**src/design/one_wire_bus_master_macros.svh**
```systemverilog
`ifndef ONE_WIRE_BUS_MASTER_MACROS_SVH
`define ONE_WIRE_BUS_MASTER_MACROS_SVH

// Same-cycle implication, checked outside reset.
`define OWBM_ASSERT_NOW(label, cond, expr, msg) \
    label: assert property (@(posedge i_clk) disable iff (!i_rst_n) (cond) |-> (expr)) \
        else $error(msg);

// Next-cycle implication, checked outside reset.
`define OWBM_ASSERT_NEXT(label, cond, expr, msg) \
    label: assert property (@(posedge i_clk) disable iff (!i_rst_n) (cond) |=> (expr)) \
        else $error(msg);

`endif

```
**src/design/owbm_pkg.sv**
```systemverilog
`default_nettype none

package owbm_pkg;

    localparam int LONG_TIME_W  = 10;
    localparam int SHORT_TIME_W = 7;
    localparam int CFG_INDEX_W  = 3;
    localparam int CFG_DATA_W   = 10;

    localparam logic [1:0] ACT_NONE  = 2'd0;
    localparam logic [1:0] ACT_RESET = 2'd1;
    localparam logic [1:0] ACT_WRITE = 2'd2;
    localparam logic [1:0] ACT_READ  = 2'd3;

    localparam logic [CFG_INDEX_W-1:0] CFG_RESET_LOW     = 3'd0;
    localparam logic [CFG_INDEX_W-1:0] CFG_PRESENCE_WAIT = 3'd1;
    localparam logic [CFG_INDEX_W-1:0] CFG_RESET_TAIL    = 3'd2;
    localparam logic [CFG_INDEX_W-1:0] CFG_SLOT_LOW      = 3'd3;
    localparam logic [CFG_INDEX_W-1:0] CFG_READ_SAMPLE   = 3'd4;
    localparam logic [CFG_INDEX_W-1:0] CFG_READ_TAIL     = 3'd5;
    localparam logic [CFG_INDEX_W-1:0] CFG_WRITE0_LOW    = 3'd6;
    localparam logic [CFG_INDEX_W-1:0] CFG_WRITE1_TAIL   = 3'd7;

    localparam logic [LONG_TIME_W-1:0]  RST_RESET_LOW     = 10'd480;
    localparam logic [LONG_TIME_W-1:0]  RST_PRESENCE_WAIT = 10'd80;
    localparam logic [LONG_TIME_W-1:0]  RST_RESET_TAIL    = 10'd400;
    localparam logic [SHORT_TIME_W-1:0] RST_SLOT_LOW      = 7'd5;
    localparam logic [SHORT_TIME_W-1:0] RST_READ_SAMPLE   = 7'd15;
    localparam logic [SHORT_TIME_W-1:0] RST_READ_TAIL     = 7'd40;
    localparam logic [SHORT_TIME_W-1:0] RST_WRITE0_LOW    = 7'd60;
    localparam logic [SHORT_TIME_W-1:0] RST_WRITE1_TAIL   = 7'd60;

    typedef enum logic [3:0] {
        PH_IDLE     = 4'd0,
        PH_RST_LOW  = 4'd1,
        PH_RST_WAIT = 4'd2,
        PH_RST_TAIL = 4'd3,
        PH_RD_LOW   = 4'd4,
        PH_RD_WAIT  = 4'd5,
        PH_RD_TAIL  = 4'd6,
        PH_WR_LOW   = 4'd7,
        PH_WR_TAIL  = 4'd8
    } t_phase;

    typedef struct packed {
        logic [LONG_TIME_W-1:0]  reset_low_time;
        logic [LONG_TIME_W-1:0]  presence_wait_time;
        logic [LONG_TIME_W-1:0]  reset_tail_time;
        logic [SHORT_TIME_W-1:0] slot_low_time;
        logic [SHORT_TIME_W-1:0] read_sample_time;
        logic [SHORT_TIME_W-1:0] read_tail_time;
        logic [SHORT_TIME_W-1:0] write_zero_low_time;
        logic [SHORT_TIME_W-1:0] write_one_tail_time;
    } t_timing;

    typedef struct packed {
        logic       tick;
        logic [1:0] action;
        logic [7:0] write_byte;
        logic       line_level;
    } t_item;

    typedef struct packed {
        logic       drive_low;
        logic       busy_res;
        logic       done_res;
        logic       presence;
        logic [7:0] read_byte;
    } t_result;

endpackage

`default_nettype wire

```
**src/design/owbm_if.sv**
```systemverilog
`default_nettype none

interface owbm_item_if;
    logic       valid;
    logic       ready;
    logic       tick;
    logic [1:0] action;
    logic [7:0] write_byte;
    logic       line_level;

    modport source (output valid, output tick, output action, output write_byte,
                    output line_level, input ready);
    modport sink   (input valid, input tick, input action, input write_byte,
                    input line_level, output ready);
endinterface

interface owbm_result_if;
    logic       valid;
    logic       ready;
    logic       drive_low;
    logic       busy_res;
    logic       done_res;
    logic       presence;
    logic [7:0] read_byte;

    modport source (output valid, output drive_low, output busy_res, output done_res,
                    output presence, output read_byte, input ready);
    modport sink   (input valid, input drive_low, input busy_res, input done_res,
                    input presence, input read_byte, output ready);
endinterface

interface owbm_cfg_if;
    logic       valid;
    logic       ready;
    logic [2:0] index;
    logic [9:0] data;

    modport source (output valid, output index, output data, input ready);
    modport sink   (input valid, input index, input data, output ready);
endinterface

`default_nettype wire

```
**src/design/owbm_cfg.sv**
```systemverilog
`default_nettype none

module owbm_cfg (
    input  logic                              i_clk,
    input  logic                              i_rst_n,
    input  logic                              i_wr_en,
    input  logic [owbm_pkg::CFG_INDEX_W-1:0]  i_wr_index,
    input  logic [owbm_pkg::CFG_DATA_W-1:0]   i_wr_data,
    output owbm_pkg::t_timing                 o_timing
);
    import owbm_pkg::*;

    t_timing r_timing;
    t_timing n_timing;

    always_comb begin
        n_timing = r_timing;
        if (i_wr_en) begin
            case (i_wr_index)
                CFG_RESET_LOW:     n_timing.reset_low_time      = i_wr_data[LONG_TIME_W-1:0];
                CFG_PRESENCE_WAIT: n_timing.presence_wait_time  = i_wr_data[LONG_TIME_W-1:0];
                CFG_RESET_TAIL:    n_timing.reset_tail_time     = i_wr_data[LONG_TIME_W-1:0];
                CFG_SLOT_LOW:      n_timing.slot_low_time       = i_wr_data[SHORT_TIME_W-1:0];
                CFG_READ_SAMPLE:   n_timing.read_sample_time    = i_wr_data[SHORT_TIME_W-1:0];
                CFG_READ_TAIL:     n_timing.read_tail_time      = i_wr_data[SHORT_TIME_W-1:0];
                CFG_WRITE0_LOW:    n_timing.write_zero_low_time = i_wr_data[SHORT_TIME_W-1:0];
                CFG_WRITE1_TAIL:   n_timing.write_one_tail_time = i_wr_data[SHORT_TIME_W-1:0];
                default:           n_timing = r_timing;
            endcase
        end
    end

    always_ff @(posedge i_clk) begin
        if (!i_rst_n) begin
            r_timing.reset_low_time      <= RST_RESET_LOW;
            r_timing.presence_wait_time  <= RST_PRESENCE_WAIT;
            r_timing.reset_tail_time     <= RST_RESET_TAIL;
            r_timing.slot_low_time       <= RST_SLOT_LOW;
            r_timing.read_sample_time    <= RST_READ_SAMPLE;
            r_timing.read_tail_time      <= RST_READ_TAIL;
            r_timing.write_zero_low_time <= RST_WRITE0_LOW;
            r_timing.write_one_tail_time <= RST_WRITE1_TAIL;
        end else begin
            r_timing <= n_timing;
        end
    end

    assign o_timing = r_timing;

endmodule

`default_nettype wire

```
**src/design/owbm_ctrl.sv**
```systemverilog
`default_nettype none
`include "one_wire_bus_master_macros.svh"

module owbm_ctrl (
    input  logic               i_clk,
    input  logic               i_rst_n,
    input  logic               i_step,
    input  owbm_pkg::t_item    i_item,
    input  owbm_pkg::t_timing  i_timing,
    output owbm_pkg::t_result  o_result
);
    import owbm_pkg::*;

    t_phase                 r_phase;
    t_phase                 n_phase;
    logic [LONG_TIME_W-1:0] r_count;
    logic [LONG_TIME_W-1:0] n_count;
    logic [2:0]             r_bit;
    logic [2:0]             n_bit;
    logic [1:0]             r_kind;
    logic [1:0]             n_kind;
    logic [7:0]             r_shift;
    logic [7:0]             n_shift;
    logic                   r_presence;
    logic                   n_presence;

    logic [LONG_TIME_W-1:0] limit;
    logic [LONG_TIME_W-1:0] count_inc;
    logic                   done;
    logic                   last_bit;

    // The count saturates so a very long phase never wraps back below its limit.
    assign count_inc = (i_item.tick && (r_count != '1)) ? r_count + 1'b1 : r_count;
    assign last_bit  = (r_bit == 3'd7);

    always_comb begin
        case (r_phase)
            PH_RST_LOW:  limit = i_timing.reset_low_time;
            PH_RST_WAIT: limit = i_timing.presence_wait_time;
            PH_RST_TAIL: limit = i_timing.reset_tail_time;
            PH_RD_LOW:   limit = LONG_TIME_W'(i_timing.slot_low_time);
            PH_RD_WAIT:  limit = LONG_TIME_W'(i_timing.read_sample_time);
            PH_RD_TAIL:  limit = LONG_TIME_W'(i_timing.read_tail_time);
            PH_WR_LOW:   limit = r_shift[0] ? LONG_TIME_W'(i_timing.slot_low_time)
                                            : LONG_TIME_W'(i_timing.write_zero_low_time);
            PH_WR_TAIL:  limit = LONG_TIME_W'(i_timing.write_one_tail_time);
            default:     limit = '0;
        endcase
    end

    always_comb begin
        n_phase    = r_phase;
        n_count    = r_count;
        n_bit      = r_bit;
        n_kind     = r_kind;
        n_shift    = r_shift;
        n_presence = r_presence;
        done       = 1'b0;
        if (r_phase == PH_IDLE) begin
            if (i_item.action != ACT_NONE) begin
                n_kind  = i_item.action;
                n_bit   = '0;
                n_count = '0;
                case (i_item.action)
                    ACT_RESET: begin
                        n_presence = 1'b0;
                        n_phase    = PH_RST_LOW;
                    end
                    ACT_WRITE: begin
                        n_shift = i_item.write_byte;
                        n_phase = PH_WR_LOW;
                    end
                    default: begin
                        n_shift = '0;
                        n_phase = PH_RD_LOW;
                    end
                endcase
            end
        end else if (count_inc >= limit) begin
            n_count = '0;
            case (r_phase)
                PH_RST_LOW:  n_phase = PH_RST_WAIT;
                PH_RST_WAIT: begin
                    n_presence = ~i_item.line_level;
                    n_phase    = PH_RST_TAIL;
                end
                PH_RST_TAIL: done = 1'b1;
                PH_RD_LOW:   n_phase = PH_RD_WAIT;
                PH_RD_WAIT: begin
                    n_shift = {i_item.line_level, r_shift[7:1]};
                    n_phase = PH_RD_TAIL;
                end
                PH_RD_TAIL: begin
                    if (last_bit) begin
                        done = 1'b1;
                    end else begin
                        n_bit   = r_bit + 1'b1;
                        n_phase = PH_RD_LOW;
                    end
                end
                PH_WR_LOW: begin
                    // A zero slot runs straight into the next slot, no recovery.
                    if (r_shift[0]) begin
                        n_phase = PH_WR_TAIL;
                    end else begin
                        n_shift = {1'b0, r_shift[7:1]};
                        if (last_bit) begin
                            done = 1'b1;
                        end else begin
                            n_bit   = r_bit + 1'b1;
                            n_phase = PH_WR_LOW;
                        end
                    end
                end
                PH_WR_TAIL: begin
                    n_shift = {1'b0, r_shift[7:1]};
                    if (last_bit) begin
                        done = 1'b1;
                    end else begin
                        n_bit   = r_bit + 1'b1;
                        n_phase = PH_WR_LOW;
                    end
                end
                default: done = 1'b1;
            endcase
            if (done) begin
                n_phase = PH_IDLE;
            end
        end else begin
            n_count = count_inc;
        end
    end

    always_ff @(posedge i_clk) begin
        if (!i_rst_n) begin
            r_phase    <= PH_IDLE;
            r_count    <= '0;
            r_bit      <= '0;
            r_kind     <= ACT_NONE;
            r_shift    <= '0;
            r_presence <= 1'b0;
        end else if (i_step) begin
            r_phase    <= n_phase;
            r_count    <= n_count;
            r_bit      <= n_bit;
            r_kind     <= n_kind;
            r_shift    <= n_shift;
            r_presence <= n_presence;
        end
    end

    always_comb begin
        o_result.drive_low = (n_phase == PH_RST_LOW) || (n_phase == PH_RD_LOW)
                             || (n_phase == PH_WR_LOW);
        o_result.busy_res  = (n_phase != PH_IDLE);
        o_result.done_res  = done;
        o_result.presence  = (done && (n_kind == ACT_RESET)) ? n_presence : 1'b0;
        o_result.read_byte = (done && (n_kind == ACT_READ)) ? n_shift : 8'd0;
    end

    `OWBM_ASSERT_NOW(a_idle_count_clear, r_phase == PH_IDLE, r_count == '0, "count not clear in idle")
    `OWBM_ASSERT_NEXT(a_hold_without_step, !i_step, $stable(r_phase) && $stable(r_count), "state moved without a beat")
    `OWBM_ASSERT_NEXT(a_done_to_idle, i_step && done, r_phase == PH_IDLE, "completion did not return to idle")

endmodule

`default_nettype wire

```
**src/design/owbm_outbuf.sv**
```systemverilog
`default_nettype none
`include "one_wire_bus_master_macros.svh"

module owbm_outbuf (
    input  logic               i_clk,
    input  logic               i_rst_n,
    input  logic               i_valid,
    output logic               o_ready,
    input  owbm_pkg::t_result  i_result,
    owbm_result_if.source      o_res
);
    import owbm_pkg::*;

    logic    r_out_valid;
    logic    r_skid_valid;
    t_result r_out;
    t_result r_skid;
    logic    take;
    logic    out_free;

    assign take     = o_res.valid && o_res.ready;
    assign out_free = !r_out_valid || take;
    assign o_ready  = !r_skid_valid;

    always_ff @(posedge i_clk) begin
        if (!i_rst_n) begin
            r_out_valid  <= 1'b0;
            r_skid_valid <= 1'b0;
        end else if (r_skid_valid) begin
            if (out_free) begin
                r_out_valid  <= 1'b1;
                r_skid_valid <= 1'b0;
            end
        end else if (out_free) begin
            r_out_valid <= i_valid;
        end else if (i_valid) begin
            r_skid_valid <= 1'b1;
        end
    end

    // The held beat always leaves before a new one is taken in.
    always_ff @(posedge i_clk) begin
        if (r_skid_valid) begin
            if (out_free) begin
                r_out <= r_skid;
            end
        end else if (out_free) begin
            r_out <= i_result;
        end else begin
            r_skid <= i_result;
        end
    end

    assign o_res.valid     = r_out_valid;
    assign o_res.drive_low = r_out.drive_low;
    assign o_res.busy_res  = r_out.busy_res;
    assign o_res.done_res  = r_out.done_res;
    assign o_res.presence  = r_out.presence;
    assign o_res.read_byte = r_out.read_byte;

    `OWBM_ASSERT_NOW(a_skid_implies_out, r_skid_valid, r_out_valid, "skid holds a beat ahead of output")
    `OWBM_ASSERT_NEXT(a_stall_fills_skid, i_valid && o_ready && r_out_valid && !o_res.ready, r_skid_valid, "stalled beat was dropped")
    `OWBM_ASSERT_NEXT(a_skid_drains, r_skid_valid && o_res.ready, !r_skid_valid && r_out_valid, "skid did not drain")

endmodule

`default_nettype wire

```
**src/design/one_wire_bus_master.sv**
```systemverilog
// One-wire bus master. Each beat on i_cmd is one clock of bus time: an optional
// one-microsecond tick, a command (none, bus reset, write byte, read byte), the byte
// to write and the sampled line level. Every accepted beat yields exactly one beat
// on o_res, with the line drive and busy state after that beat, a one-beat done
// flag, and the presence flag or received byte alongside done. One command beat is
// taken every clock while i_cmd is ready; the state machine updates in the clock
// that takes the beat, and a two-entry output buffer lets one more beat in while
// o_res is stalled, so i_cmd.ready drops only after a second result is waiting.
// Timing registers 0 to 7 are written on i_cfg, which is always ready, and should be
// written only while the master is idle. Commands given while busy are ignored.
`default_nettype none

module one_wire_bus_master (
    input  logic          i_clk,
    input  logic          i_rst_n,
    owbm_item_if.sink     i_cmd,
    owbm_cfg_if.sink      i_cfg,
    owbm_result_if.source o_res
);
    import owbm_pkg::*;

    t_timing timing;
    t_item   item;
    t_result result;
    logic    step;
    logic    buf_ready;

    assign item.tick       = i_cmd.tick;
    assign item.action     = i_cmd.action;
    assign item.write_byte = i_cmd.write_byte;
    assign item.line_level = i_cmd.line_level;

    assign i_cmd.ready = buf_ready;
    assign step        = i_cmd.valid && buf_ready;
    assign i_cfg.ready = 1'b1;

    owbm_cfg u_cfg (
        .i_clk      (i_clk),
        .i_rst_n    (i_rst_n),
        .i_wr_en    (i_cfg.valid),
        .i_wr_index (i_cfg.index),
        .i_wr_data  (i_cfg.data),
        .o_timing   (timing)
    );

    owbm_ctrl u_ctrl (
        .i_clk    (i_clk),
        .i_rst_n  (i_rst_n),
        .i_step   (step),
        .i_item   (item),
        .i_timing (timing),
        .o_result (result)
    );

    owbm_outbuf u_outbuf (
        .i_clk    (i_clk),
        .i_rst_n  (i_rst_n),
        .i_valid  (step),
        .o_ready  (buf_ready),
        .i_result (result),
        .o_res    (o_res)
    );

endmodule

`default_nettype wire
```
**src/flat_wrapper.sv**
```systemverilog
// flat-port wrapper written by rule: the top's interface ports become plain ports
module one_wire_bus_master_flat import owbm_pkg::*;
  (i_clk, i_rst_n, i_cmd_valid, i_cmd_tick, i_cmd_action, i_cmd_write_byte, i_cmd_line_level, i_cmd_ready, i_cfg_valid, i_cfg_index, i_cfg_data, i_cfg_ready, o_res_valid, o_res_drive_low, o_res_busy_res, o_res_done_res, o_res_presence, o_res_read_byte, o_res_ready);
  owbm_item_if i_cmd_i ();
  owbm_cfg_if i_cfg_i ();
  owbm_result_if o_res_i ();
  input  logic i_clk;
  input  logic i_rst_n;
  input wire logic [$bits(i_cmd_i.valid)-1:0] i_cmd_valid;
  input wire logic [$bits(i_cmd_i.tick)-1:0] i_cmd_tick;
  input wire logic [$bits(i_cmd_i.action)-1:0] i_cmd_action;
  input wire logic [$bits(i_cmd_i.write_byte)-1:0] i_cmd_write_byte;
  input wire logic [$bits(i_cmd_i.line_level)-1:0] i_cmd_line_level;
  output wire logic [$bits(i_cmd_i.ready)-1:0] i_cmd_ready;
  input wire logic [$bits(i_cfg_i.valid)-1:0] i_cfg_valid;
  input wire logic [$bits(i_cfg_i.index)-1:0] i_cfg_index;
  input wire logic [$bits(i_cfg_i.data)-1:0] i_cfg_data;
  output wire logic [$bits(i_cfg_i.ready)-1:0] i_cfg_ready;
  output wire logic [$bits(o_res_i.valid)-1:0] o_res_valid;
  output wire logic [$bits(o_res_i.drive_low)-1:0] o_res_drive_low;
  output wire logic [$bits(o_res_i.busy_res)-1:0] o_res_busy_res;
  output wire logic [$bits(o_res_i.done_res)-1:0] o_res_done_res;
  output wire logic [$bits(o_res_i.presence)-1:0] o_res_presence;
  output wire logic [$bits(o_res_i.read_byte)-1:0] o_res_read_byte;
  input wire logic [$bits(o_res_i.ready)-1:0] o_res_ready;
  assign i_cmd_i.valid = i_cmd_valid;
  assign i_cmd_i.tick = i_cmd_tick;
  assign i_cmd_i.action = i_cmd_action;
  assign i_cmd_i.write_byte = i_cmd_write_byte;
  assign i_cmd_i.line_level = i_cmd_line_level;
  assign i_cmd_ready = i_cmd_i.ready;
  assign i_cfg_i.valid = i_cfg_valid;
  assign i_cfg_i.index = i_cfg_index;
  assign i_cfg_i.data = i_cfg_data;
  assign i_cfg_ready = i_cfg_i.ready;
  assign o_res_valid = o_res_i.valid;
  assign o_res_drive_low = o_res_i.drive_low;
  assign o_res_busy_res = o_res_i.busy_res;
  assign o_res_done_res = o_res_i.done_res;
  assign o_res_presence = o_res_i.presence;
  assign o_res_read_byte = o_res_i.read_byte;
  assign o_res_i.ready = o_res_ready;
  one_wire_bus_master u_core (.i_clk(i_clk), .i_rst_n(i_rst_n), .i_cmd(i_cmd_i), .i_cfg(i_cfg_i), .o_res(o_res_i));
endmodule
```
**config.mk**
```make
export PLATFORM = sky130hd
export DESIGN_NAME = one_wire_bus_master_flat
export DESIGN_NICKNAME = d
export VERILOG_FILES = /design/src/design/owbm_pkg.sv /design/src/design/owbm_if.sv /design/src/design/owbm_cfg.sv /design/src/design/owbm_ctrl.sv /design/src/design/owbm_outbuf.sv /design/src/design/one_wire_bus_master.sv /design/src/flat_wrapper.sv
export VERILOG_INCLUDE_DIRS = /design/src /design/src/design
export SDC_FILE = /design/constraint.sdc
export NUM_CORES = 1
export LEC_CHECK = 0
export BUFFER_PORTS_ARGS = -buffer_cell sky130_fd_sc_hd__buf_2
export CAP_MARGIN = 0
export CORE_UTILIZATION = 40
export CTS_BUF_LIST = sky130_fd_sc_hd__clkbuf_4 sky130_fd_sc_hd__clkbuf_8
export DETAILED_ROUTE_END_ITERATION = 16
export SYNTH_ARGS = -nofsm -noshare
export SYNTH_HDL_FRONTEND = slang
export SYNTH_HIERARCHICAL = 1
export SYNTH_SLANG_ARGS = --single-unit
```
**constraint.sdc**
```tcl
create_clock -name i_clk -period 5.1 [get_ports i_clk]
set_clock_uncertainty 0.1 [all_clocks]
set_input_delay 1.02 -clock i_clk [delete_from_list [all_inputs] [get_ports i_clk]]
set_output_delay 1.02 -clock i_clk [all_outputs]
set_load 0.1 [all_outputs]
```
# Yosys cells after proc, flatten, opt, wreduce, memory -nomap -nowiden
# Index checks and enable logic that the tools add are counted.
# word_totals
reg_bits	119
out_inout_bits	15
word_cells	140
# classes
addsub	2
order_cmp	1
eq_ne	26
muxes	53
bitwise_logic	3
reduce_logical	29
# ops
operator	n
$pmux W10 S8	1
$mux W10	4
$mux W8	5
$mux W12	3
$mux W4	7
$pmux W4 S7	1
$eq A4 B3 Y1 const B	6
$pmux W8 S3	1
$reduce_and A2 Y1	10
$mux W1	19
$pmux W8 S2	1
$eq A3 B3 Y1 const B	5
$mux W3	5
$pmux W3 S2	2
$add A10 B1 Y10 const B	1
$ge A10 B10 Y1	1
$ne A10 B10 Y1 const B	1
$eq A4 B1 Y1 const B	2
$eq A4 B2 Y1 const B	2
$mux W7	1
$eq A3 B2 Y1 const B	2
$logic_and A1 B1 Y1	5
$reduce_and A5 Y1	1
$eq A2 B1 Y1 const B	2
18 further kinds	26

# Depth between registers and ports, before layout
# Gate-level depths: netlist of the first run.
# logic_depth
word_depth	14
ltp_mapped	17
depth_no_buf	16

# Modules after synthesis
# Netlist of the first run, hierarchy kept.
# by_module_without_submodules
module	n_inst	cells_each	area_per_inst_um2	seq_area_each_um2
owbm_ctrl	1	364	2737.6	560.5
owbm_cfg	1	246	2565.0	1301.2
owbm_outbuf	1	46	991.0	760.7
one_wire_bus_master	1	3	17.5	0.0

# Least setup slack after synthesis of the first run
# OpenSTA, ideal clock, no wires.
# synth_path
path_kind	input -> register
startpoint	input port i_cmd_tick
endpoint	register u_core.u_outbuf.r_out (netlist bit u_core/u_outbuf/o_res.busy_res) (data pin)
setup_ps	260
arrival_time_ps	3857
setup_slack_ps	884
stages	13
path_buffers	0
path_cell_list	o311ai_1 -> nor2_1 -> nand3_1 -> xnor2_1 -> ha_1 -> a211oi_1 -> nor2_1 -> nor3_1 -> nand2_1 -> mux2i_1 -> and2_2 -> or4b_1 -> mux2_2
# synth_lines
item	line	source
start, declared	flat_wrapper.sv:10	input wire logic [$bits(i_cmd_i.tick)-1:0] i_cmd_tick;
end signal, assigned	owbm_outbuf.sv:45	r_out <= r_skid;
end signal, assigned	owbm_outbuf.sv:48	r_out <= i_result;
end, declared	owbm_outbuf.sv:16	t_result r_out;

==> flow_summary_export.csv, run 1 <==
group,metric,value,unit
critical_path,critPathCaptureType,"register",
timing,min_period,4.63,ns
run_status,status,"complete, no violations",
floorplanning,io_pins,45,
global_routing,grtUsageTotal,19.9,%
critical_path,r2r_end,"u_core/u_outbuf/o_res.busy_res",
critical_path,rrSetupSlack,0.47,ns
pwr,cellLeakagePower,2.84,nW
timing,tightest_slew,1.14,ns
timing,hold_viol,0,
floorplanning,die_h,128,um
critical_path,crit_fanout,15,
timing,fmax,0.216,GHz
final_layout,area_growth,11.5,%
floorplanning,coreArea,0.0153,sq mm
cts,clock-sinks,119,
final_layout,fin_nets,733,
hold_path,min_path_cells,2,
timing,setup_ws,0.473,ns
yosys,synth_top_area_share,30.1,%
timing,grt_setup_unrepaired,"no",
route,routed_wl,15400,um
global_routing,grt_pass1_vias,4903,
pwr,power_density,434,mW/mm^2
global_routing,grt.busiest_layer,"met2",
hold_path,hp-start,"u_core/u_cfg/o_timing[20]",
cts,cts_resized,0,
yosys,yosysTopAreaCell,"dfxtp_1",
final_layout,stdcell_area,0.00704,sq mm
route,viasPerCell,5.51,
yosys,postSynthCellCount,659,
global_routing,met2_usage,33.9,%
global_routing,grt_pass1_wl,24900,um
cts,post-cts-setup-buffer-count,0,
placement,dp_worst_setup_slack,0.362,ns
floorplanning,die_x,128,um
cts,htreeDepth,4,
yosys,yosysMostFrequentCell,"dfxtp_1",
timing,fin_crit_sh,90.7,%
critical_path,startpoint_type,"register",
placement,port_buffers,43,
route,route.detailed.drc,0,
yosys,synth_nets,706,
final_layout,fin_util,46.0,%
global_routing,grtUsageMet3,4.69,%
job,maxCapViolCount,0,
yosys,async_flop_share,0,%
critical_path,required,5.21,ns
final_layout,num-fill-cells,1521,
placement,place.gp.congestion,0.829,
yosys,yosys-top-cells-area,"dfxtp_1 30%, mux2i_1 12%, edfxtp_1 11%",
final_layout,diodes,0,
placement,placed_cell_area,0.00663,sq mm
route,vias,5017,
global_routing,gr-usage-met1,24.3,%
cts,clk_latency,0.45,ns
cts,clock_path_buffers,2,
critical_path,crit_arrival,4.74,ns
floorplanning,die_area,0.0163,sq mm
floorplanning,core.rowCount,45,
placement,dp_hpwl,11000,um
yosys,syn-cell-area,0.00631,sq mm
cts,postCtsHoldBufs,0,
timing,setup_viol,0,
final_layout,drive_above_1_share,16.7,%
cts,root_buffer,"clkbuf_8",
critical_path,slowest_delay,0.71,ns
route,antenna_left,0,
yosys,synth_cell_types,76,
critical_path,path_common_cell,"nand2_1",
global_routing,grt_max_degree,88,
critical_path,ff2ff_path_depth,14,
yosys,synth_edf_count,24,
yosys,seq_area_frac_synth,41.6,%
cts,clkTransAtPathRegs,0.08,ns
yosys,synth_warnings,6,
yosys,avgSynthCellArea,9.58,sq um
cts,cts_tree,"built",
pwr,irDropWorstVdd,210,uV
timing,fin_setup_tns,0,ns
yosys,synth-main-ff-cell,"dfxtp_1",
route,post_drt_wl_per_cell,16.9,um
global_routing,antenna_found_initial,0,
critical_path,r2r_start,"u_core/u_ctrl/r_phase[2]",
floorplanning,initial_core_util,41.2,%
hold_path,hold_end,"u_core/u_cfg/o_timing[20]",
yosys,ys_seq_elements,119,
route,dr.pass1.iters,5,
cts,cts-buffers-inserted,17,
critical_path,cp_slowest_cell,"dfxtp_1",
timing,finalMaxSlewViolations,0,
route,first_iter_violations,317,
hold_path,hold_class,"reg -> reg",
critical_path,cp_cell_sequence,"nand2_1, nor3_2, a222oi_1, o31ai_1, a221oi_1, ha_1, a21oi_1, a211oi_2, nor3_1, nand2_1, mux2i_1, and2_2, or4b_1, mux2_2",
yosys,synth_commonest_cells,"95 x dfxtp_1, 81 x nand2_1, 78 x mux2i_1",
critical_path,path_class,"reg -> reg",
timing,relSlewSlack,23.1,%
global_routing,gr-total-overflow,0,
flip-flops by register name (all words and copies together), names as in the netlist, 2 cells and up:
name                             flops
u_core/u_ctrl/r_count               10
u_core/u_cfg/o_timing               65
u_core/u_ctrl/r_kind                 2
u_core/u_ctrl/r_bit                  3
u_core/u_ctrl/r_shift                8
u_core/u_outbuf/o_res.read_byte      8
u_core/u_ctrl/r_phase                4
u_core/u_outbuf/r_skid              12
layout make-up:
class,count,area (sq um),area share [%]
repair buffers,54,298,4.23
well taps,211,264,3.75
inverters,15,56.3,0.800
clock buffers,17,234,3.32
clock inverters,15,175,2.49
multi-input cells,479,3390,48.2
flip-flops and latches,119,2620,37.3
metal layers:
metal / share of wire, % / vias to the layer above
met1: 45 / 2419
met2: 49 / 142
met3: 4.7 / 18
met4: 1.5 / 0
li1: - / 2438
met5: 0 / -
layout by cell type, fill, tap and decap left out, types with 5 or more instances in the layout:
cell,synthesis,routed
a21oi_1,29,29
a221oi_1,5,5
a22oi_1,27,27
buf_2,12,43
buf_4,2,11
clkbuf_8,0,17
dfxtp_1,95,95
edfxtp_1,24,24
ha_1,17,17
inv_1,14,14
mux2_2,8,8
mux2_4,7,7
mux2i_1,78,78
nand2_1,81,81
nand3_1,18,18
nor2_1,47,47
nor2b_1,36,36
nor3_1,9,9
o21ai_0,13,13
o2bb2ai_1,6,6
xnor2_1,9,9
critical path: cells and delay by family (launching register included):
kind / cells / cell delay [ns]
AO/OA/AOI/OAI: 5 / 0.69
AND/OR/NAND/NOR: 6 / 2.02
flip-flops: 1 / 0.71
adder cells (fa/ha/maj): 1 / 0.35
multiplexers: 2 / 0.53
where the power goes:
| part | switching [W] | total [W] | internal (W) | leakage (nW) |
|---|---|---|---|---|
| logic | 0.000704 | 0.00108 | 0.000374 | 1.62 |
| clock network | 0.000404 | 0.000887 | 0.000483 | 0.192 |
| registers | 0.0000510 | 0.00109 | 0.00104 | 1.02 |
| total | 0.00116 | 0.00305 | 0.00190 | 2.84 |
metrics by stage:
step	hold WS (ns)	cells	power, W
2_1_floorplan	0.331	659	0.00194
3_3_place_gp	0.342	878	0.00215
3_5_place_dp	0.353	878	0.00217
4_1_cts	0.363	910	0.00306
5_1_grt	0.382	910	0.00321
6_report	0.361	910	0.00305
worst max path at each step:
stage | end | start | slack (ns) | depth (start not counted)
final | u_core/u_outbuf/o_res.busy_res | u_core/u_ctrl/r_phase[2] | 0.47 | 14
after global placement | u_core/u_outbuf/o_res.busy_res | i_cmd_tick | 0.45 | 14
after global routing | u_core/u_outbuf/o_res.busy_res | u_core/u_ctrl/r_phase[2] | 0.10 | 14
after CTS | u_core/u_outbuf/o_res.busy_res | u_core/u_ctrl/r_phase[2] | 0.51 | 14
after detailed placement | u_core/u_outbuf/o_res.busy_res | i_cmd_tick | 0.36 | 14
after floorplan | u_core/u_outbuf/o_res.busy_res | i_cmd_tick | 0.88 | 13
kinds of logic after synthesis:
| group | Yosys count | synth area share (%) |
|---|---|---|
| AND/OR/NAND/NOR | 236 | 19.4 |
| AO/OA/AOI/OAI | 121 | 13.8 |
| flip-flops | 119 | 41.6 |
| multiplexers | 93 | 15.5 |
| buffers and inverters | 61 | 4.84 |
| adder cells (fa/ha/maj) | 17 | 3.37 |
| XOR/XNOR | 11 | 1.53 |
| other | 1 | 0.0594 |
Power figures use the tool's default switching activity.
==> run 2: changes to the inputs <==
BUFFER_PORTS_ARGS = not set   (was -buffer_cell sky130_fd_sc_hd__buf_2)
DONT_BUFFER_PORTS = 1   (was not set)
==> flow_summary_export.csv, run 2 (same netlist as run 1, synthesis figures left out) <==
group,metric,value,unit
final_layout,final_cell_count_no_fill,865,
timing,relSlewSlack,18.9,%
route,route.detailed.drc,0,
pwr,power_frac_clock,28.8,%
cts,clock_path_buffers,2,
pwr,power.internal,0.00190,W
final_layout,num-fill-cells,1505,
pwr,comb_power_share,31.1,%
route,antenna_left,0,
final_layout,fin_nets,688,
job,maxCapViolCount,0,
cts,htreeDepth,4,
pwr,p_sw_share,36.5,%
placement,place.gp.congestion,0.870,
pwr,netSwitchingPower,0.00109,W
cts,postCtsHoldBufs,0,
critical_path,rrSetupSlack,0.53,ns
cts,root_buffer,"clkbuf_8",
cts,clk_latency,0.44,ns
cts,cts_resized,0,
global_routing,antenna_found_initial,0,
global_routing,grt_pass1_vias,4713,
floorplanning,core.rowCount,45,
floorplanning,die_area,0.0163,sq mm
placement,dp_worst_setup_slack,0.499,ns
timing,whs,0.359,ns
final_layout,layout.cells.most_common,"dfxtp_1",
route,viasPerCell,5.56,
floorplanning,die_x,128,um
timing,fin_setup_tns,0,ns
timing,finalMaxSlewViolations,0,
timing,fin_crit_sh,89.7,%
cts,post-cts-setup-buffer-count,0,
critical_path,path_class,"reg -> reg",
floorplanning,coreArea,0.0153,sq mm
cts,cts-buffers-inserted,17,
timing,fmax,0.219,GHz
cts,cts_tree,"built",
pwr,power_density,438,mW/mm^2
pwr,irDropWorstVdd,196,uV
critical_path,crit_fanout,15,
final_layout,area_growth,8.07,%
route,routed_wl,14800,um
timing,setup_viol,0,
critical_path,r2r_end,"u_core/u_outbuf/o_res.busy_res",
route,vias,4808,
critical_path,ff2ff_path_depth,14,
floorplanning,initial_core_util,41.2,%
global_routing,gr-total-overflow,0,
timing,min_period,4.57,ns
global_routing,grt_max_degree,89,
global_routing,grtUsageTotal,19.1,%
pwr,seqPwrFrac,40.1,%
pwr,cellLeakagePower,2.67,nW
global_routing,grt_pass1_wl,24000,um
critical_path,r2r_start,"u_core/u_ctrl/r_phase[2]",
floorplanning,die_h,128,um
route,post_drt_wl_per_cell,17.2,um
final_layout,diodes,0,
final_layout,layout_common_cells,"95 x dfxtp_1, 81 x nand2_1, 78 x mux2i_1, 47 x nor2_1, 36 x nor2b_1",
hold_path,hold_class,"reg -> reg",
timing,setup_ws,0.525,ns
critical_path,critPathCaptureType,"register",
run_status,status,"complete, no violations",
critical_path,startpoint_type,"register",
timing,hold_viol,0,
critical_path,crit_arrival,4.66,ns
critical_path,critPathCapture,"u_core/u_outbuf/o_res.busy_res",
cts,clock-sinks,119,
timing,tightest_slew,1.21,ns
final_layout,drive_above_1_share,11.5,%
placement,port_buffers,0,
placement,dp_hpwl,10600,um
cts,clkTransAtPathRegs,0.07,ns
critical_path,startpoint,"u_core/u_ctrl/r_phase[2]",
placement,placedCellCount,833,
critical_path,required,5.19,ns
final_layout,largest_reg_flops,65,
route,first_iter_violations,323,
floorplanning,io_pins,45,
timing,grt_setup_unrepaired,"no",
route,dr.pass1.iters,7,
## run 2: cell types whose count changed in the layout (fill, tap and decap cells not counted)
cell / before / now
clkinv_2: 0 / 4
inv_6: 4 / 0
clkbuf_8: 17 / 21
buf_4: 11 / 8
buf_2: 43 / 0
clkbuf_4: 0 / 3
bufinv_16: 3 / 2
clkinv_1: 4 / 1
clkinvlp_4: 4 / 1
buf_12: 0 / 1
## run 2: how the worst min path moves through the flow
stage,start,endpoint,slack [ns],depth (start not counted)
2_1_floorplan,u_core/u_cfg/o_timing[37],u_core/u_cfg/o_timing[37],0.33,2
3_3_place_gp,u_core/u_cfg/o_timing[37],u_core/u_cfg/o_timing[37],0.34,2
3_5_place_dp,u_core/u_cfg/o_timing[41],u_core/u_cfg/o_timing[41],0.35,2
4_1_cts,u_core/u_cfg/o_timing[41],u_core/u_cfg/o_timing[41],0.36,2
5_1_grt,u_core/u_cfg/o_timing[41],u_core/u_cfg/o_timing[41],0.38,2
6_report,u_core/u_cfg/o_timing[37],u_core/u_cfg/o_timing[37],0.36,2
## run 2: through the flow
step                      power [W]  instance area [sq um]  util (%)
after global routing        0.00317                   6820      44.5
final                       0.00299                   6820      44.5
after global placement      0.00211                   6410      41.9
after detailed placement    0.00214                   6410      41.9
after CTS                   0.00301                   6820      44.5
after floorplan             0.00194                   6310         -
## run 2: power by group through the flow
stage / clock [W] / sequential [W] / combinational (W)
floorplan: 0 / 0.00119 / 0.000751
global placement: 0 / 0.00122 / 0.000897
detailed placement: 0 / 0.00122 / 0.000921
CTS: 0.000889 / 0.00120 / 0.000927
global route: 0.000927 / 0.00121 / 0.00103
finish: 0.000860 / 0.00120 / 0.000931
## run 2: cell type report
class	count	area, sq um	area share [%]
clock buffer	24	312	4.57
timing repair buffer	9	80.1	1.17
clock inverter	8	96.3	1.41
tap	211	264	3.87
inverter	15	56.3	0.826
multi-input combinational	479	3390	49.7
sequential	119	2620	38.5
## run 2: critical path, cell delays in order, from the launching register on
cell      delay [ns]
dfxtp_1         0.67
inv_1           0.26
nor3_2          0.48
a222oi_1        0.21
o31ai_1         0.10
a221oi_1        0.11
ha_1            0.35
a21oi_1         0.22
a211oi_2        0.10
nor3_1          0.32
nand2_1         0.25
mux2i_1         0.23
and2_2          0.19
or4b_1          0.47
mux2_2          0.28
## run 2: metal layers
metal | share of wire (%) | track usage [%]
met2 | 49 | 33.0
met4 | 1.7 | 7.47
met5 | 0 | 0
met3 | 5.0 | 4.90
met1 | 44 | 22.7
==> run 3: changes to the inputs <==
CELL_PAD_IN_SITES_DETAIL_PLACEMENT = 0   (was not set)
CELL_PAD_IN_SITES_GLOBAL_PLACEMENT = 1   (was not set)
PLACE_DENSITY_LB_ADDON = 0.1   (was not set)
==> flow_summary_export.csv, run 3 (same netlist as run 1, synthesis figures left out) <==
group,metric,value,unit
route,route.detailed.drc,0,
placement,port_buffers,0,
timing,hold_viol,0,
final_layout,layout.cells.most_common,"dfxtp_1",
cts,clock-sinks,119,
pwr,netSwitchingPower,0.00116,W
final_layout,diodes,0,
timing,fmax,0.223,GHz
pwr,power_frac_clock,26.9,%
cts,root_buffer,"clkbuf_8",
route,dr.pass1.iters,7,
cts,htreeDepth,4,
global_routing,antenna_found_initial,0,
floorplanning,die_area,0.0163,sq mm
floorplanning,core.rowCount,45,
critical_path,cp_cell_sequence,"ha_1, nand3_1, o311ai_1, nor2_1, nand3_1, xnor2_1, ha_1, a211oi_1, nor2_1, nor3_1, nand2_1, mux2i_1, and2_2, or4b_1, mux2_2",
timing,grt_setup_unrepaired,"no",
route,antenna_left,0,
run_status,status,"complete, no violations",
route,viasPerCell,5.54,
critical_path,critical_path_depth,15,
timing,fin_crit_sh,87.7,%
global_routing,grt_max_degree,89,
hold_path,min_path_cells,2,
final_layout,final_cell_count_no_fill,873,
pwr,seqPwrFrac,40.4,%
floorplanning,coreArea,0.0153,sq mm
floorplanning,io_pins,45,
critical_path,required,5.20,ns
cts,cts-buffers-inserted,17,
critical_path,cp.buffers_inverters,0,
floorplanning,die_h,128,um
hold_path,hold_class,"reg -> reg",
critical_path,critPathCaptureType,"register",
placement,place.gp.congestion,0.832,
critical_path,cp_slowest_cell,"o311ai_1",
final_layout,area_growth,8.27,%
route,first_iter_violations,367,
cts,cts_tree,"built",
global_routing,grt_pass1_vias,4820,
pwr,p_sw_share,39.2,%
final_layout,layout_common_cells,"95 x dfxtp_1, 81 x nand2_1, 78 x mux2i_1, 47 x nor2_1, 36 x nor2b_1",
cts,postCtsHoldBufs,0,
cts,clk_latency,0.45,ns
final_layout,drive_above_1_share,12.2,%
timing,tightest_slew,1.05,ns
pwr,power.internal,0.00180,W
global_routing,gr-total-overflow,0,
critical_path,startpoint_type,"register",
critical_path,crit_fanout,6,
timing,min_period,4.47,ns
critical_path,path_class,"reg -> reg",
timing,fin_setup_tns,0,ns
placement,dp_worst_setup_slack,0.510,ns
critical_path,crit_arrival,4.57,ns
global_routing,grt_pass1_wl,26500,um
pwr,comb_power_share,32.7,%
cts,clock_path_buffers,2,
route,post_drt_wl_per_cell,19.0,um
route,vias,4836,
placement,dp_hpwl,12000,um
route,routed_wl,16600,um
global_routing,grtUsageTotal,21.7,%
timing,relSlewSlack,30.1,%
pwr,irDropWorstVdd,185,uV
floorplanning,die_x,128,um
timing,finalMaxSlewViolations,0,
pwr,power_density,432,mW/mm^2
job,maxCapViolCount,0,
placement,placedCellCount,841,
timing,setup_viol,0,
pwr,cellLeakagePower,2.68,nW
critical_path,critPathTopFamily,"simple AND/OR/NAND/NOR gates",
final_layout,largest_reg_flops,65,
final_layout,fin_nets,696,
cts,cts_resized,0,
cts,post-cts-setup-buffer-count,0,
cts,clkTransAtPathRegs,0.07,ns
critical_path,ff2ff_path_depth,15,
critical_path,slowest_delay,0.54,ns
floorplanning,initial_core_util,41.2,%
timing,setup_ws,0.626,ns
run 3: changes by cell type in the layout (fill, tap and decap cells not counted), moves of 2 or more:
cell / delta
clkinv_1: +2
clkbuf_8: -4
clkinv_4: +3
inv_6: +2
clkbuf_4: -3
clkinvlp_4: +3
clkinv_2: -2
buf_4: +9
run 3: layout make-up:
| type | instances | area (sq um) |
|---|---|---|
| multi-input cells | 479 | 3400 |
| inverters | 15 | 56.3 |
| flip-flops and latches | 119 | 2620 |
| fillers | 1526 | 8480 |
| well taps | 211 | 264 |
| clock buffers | 17 | 234 |
| clock inverters | 15 | 130 |
| repair buffers | 17 | 128 |
run 3: final timing paths:
| path | start | endpoint | slack, ns |
|---|---|---|---|
| setup / recovery | u_core/u_ctrl/r_count[0] | u_core/u_outbuf/o_res.busy_res | 0.63 |
| hold / removal | u_core/u_cfg/o_timing[35] | u_core/u_cfg/o_timing[35] | 0.36 |
| setup reg to reg | u_core/u_ctrl/r_count[0] | u_core/u_outbuf/o_res.busy_res | 0.63 |
| hold reg to reg | u_core/u_cfg/o_timing[35] | u_core/u_cfg/o_timing[35] | 0.36 |
run 3: stage by stage:
stage / hold slack, ns / power [W] / util, % / cell area, sq um
after floorplan: 0.331 / 0.00194 / - / 6310
after global placement: 0.344 / 0.00217 / 42.2 / 6470
after detailed placement: 0.345 / 0.00217 / 42.2 / 6470
after CTS: 0.363 / 0.00298 / 44.6 / 6830
after global routing: 0.385 / 0.00313 / 44.6 / 6830
final: 0.360 / 0.00295 / 44.6 / 6830
run 3: metal layers:
| layer | global-route usage [%] | routed length [um] | up-vias |
|---|---|---|---|
| met2 | 35.5 | 7880 | 87 |
| met1 | 27.5 | 7730 | 2360 |
| li1 | - | - | 2364 |
| met5 | 0 | 0 | - |
| met3 | 4.77 | 578 | 25 |
| met4 | 9.34 | 394 | 0 |
run 3: power by group through the flow:
stage / Combinational, W / Clock (W) / Sequential [W]
2_1_floorplan: 0.000751 / 0 / 0.00119
3_3_place_gp: 0.000953 / 0 / 0.00121
3_5_place_dp: 0.000958 / 0 / 0.00122
4_1_cts: 0.000964 / 0.000819 / 0.00119
5_1_grt: 0.00106 / 0.000865 / 0.00120
6_report: 0.000965 / 0.000795 / 0.00119
run 3: tightest hold or removal path: cells and delay by family (launching register included):
| family | cells | cell delay, ns |
|---|---|---|
| AND/OR/NAND/NOR | 1 | 0.05 |
| flip-flops | 1 | 0.31 |
| multiplexers | 1 | 0.05 |
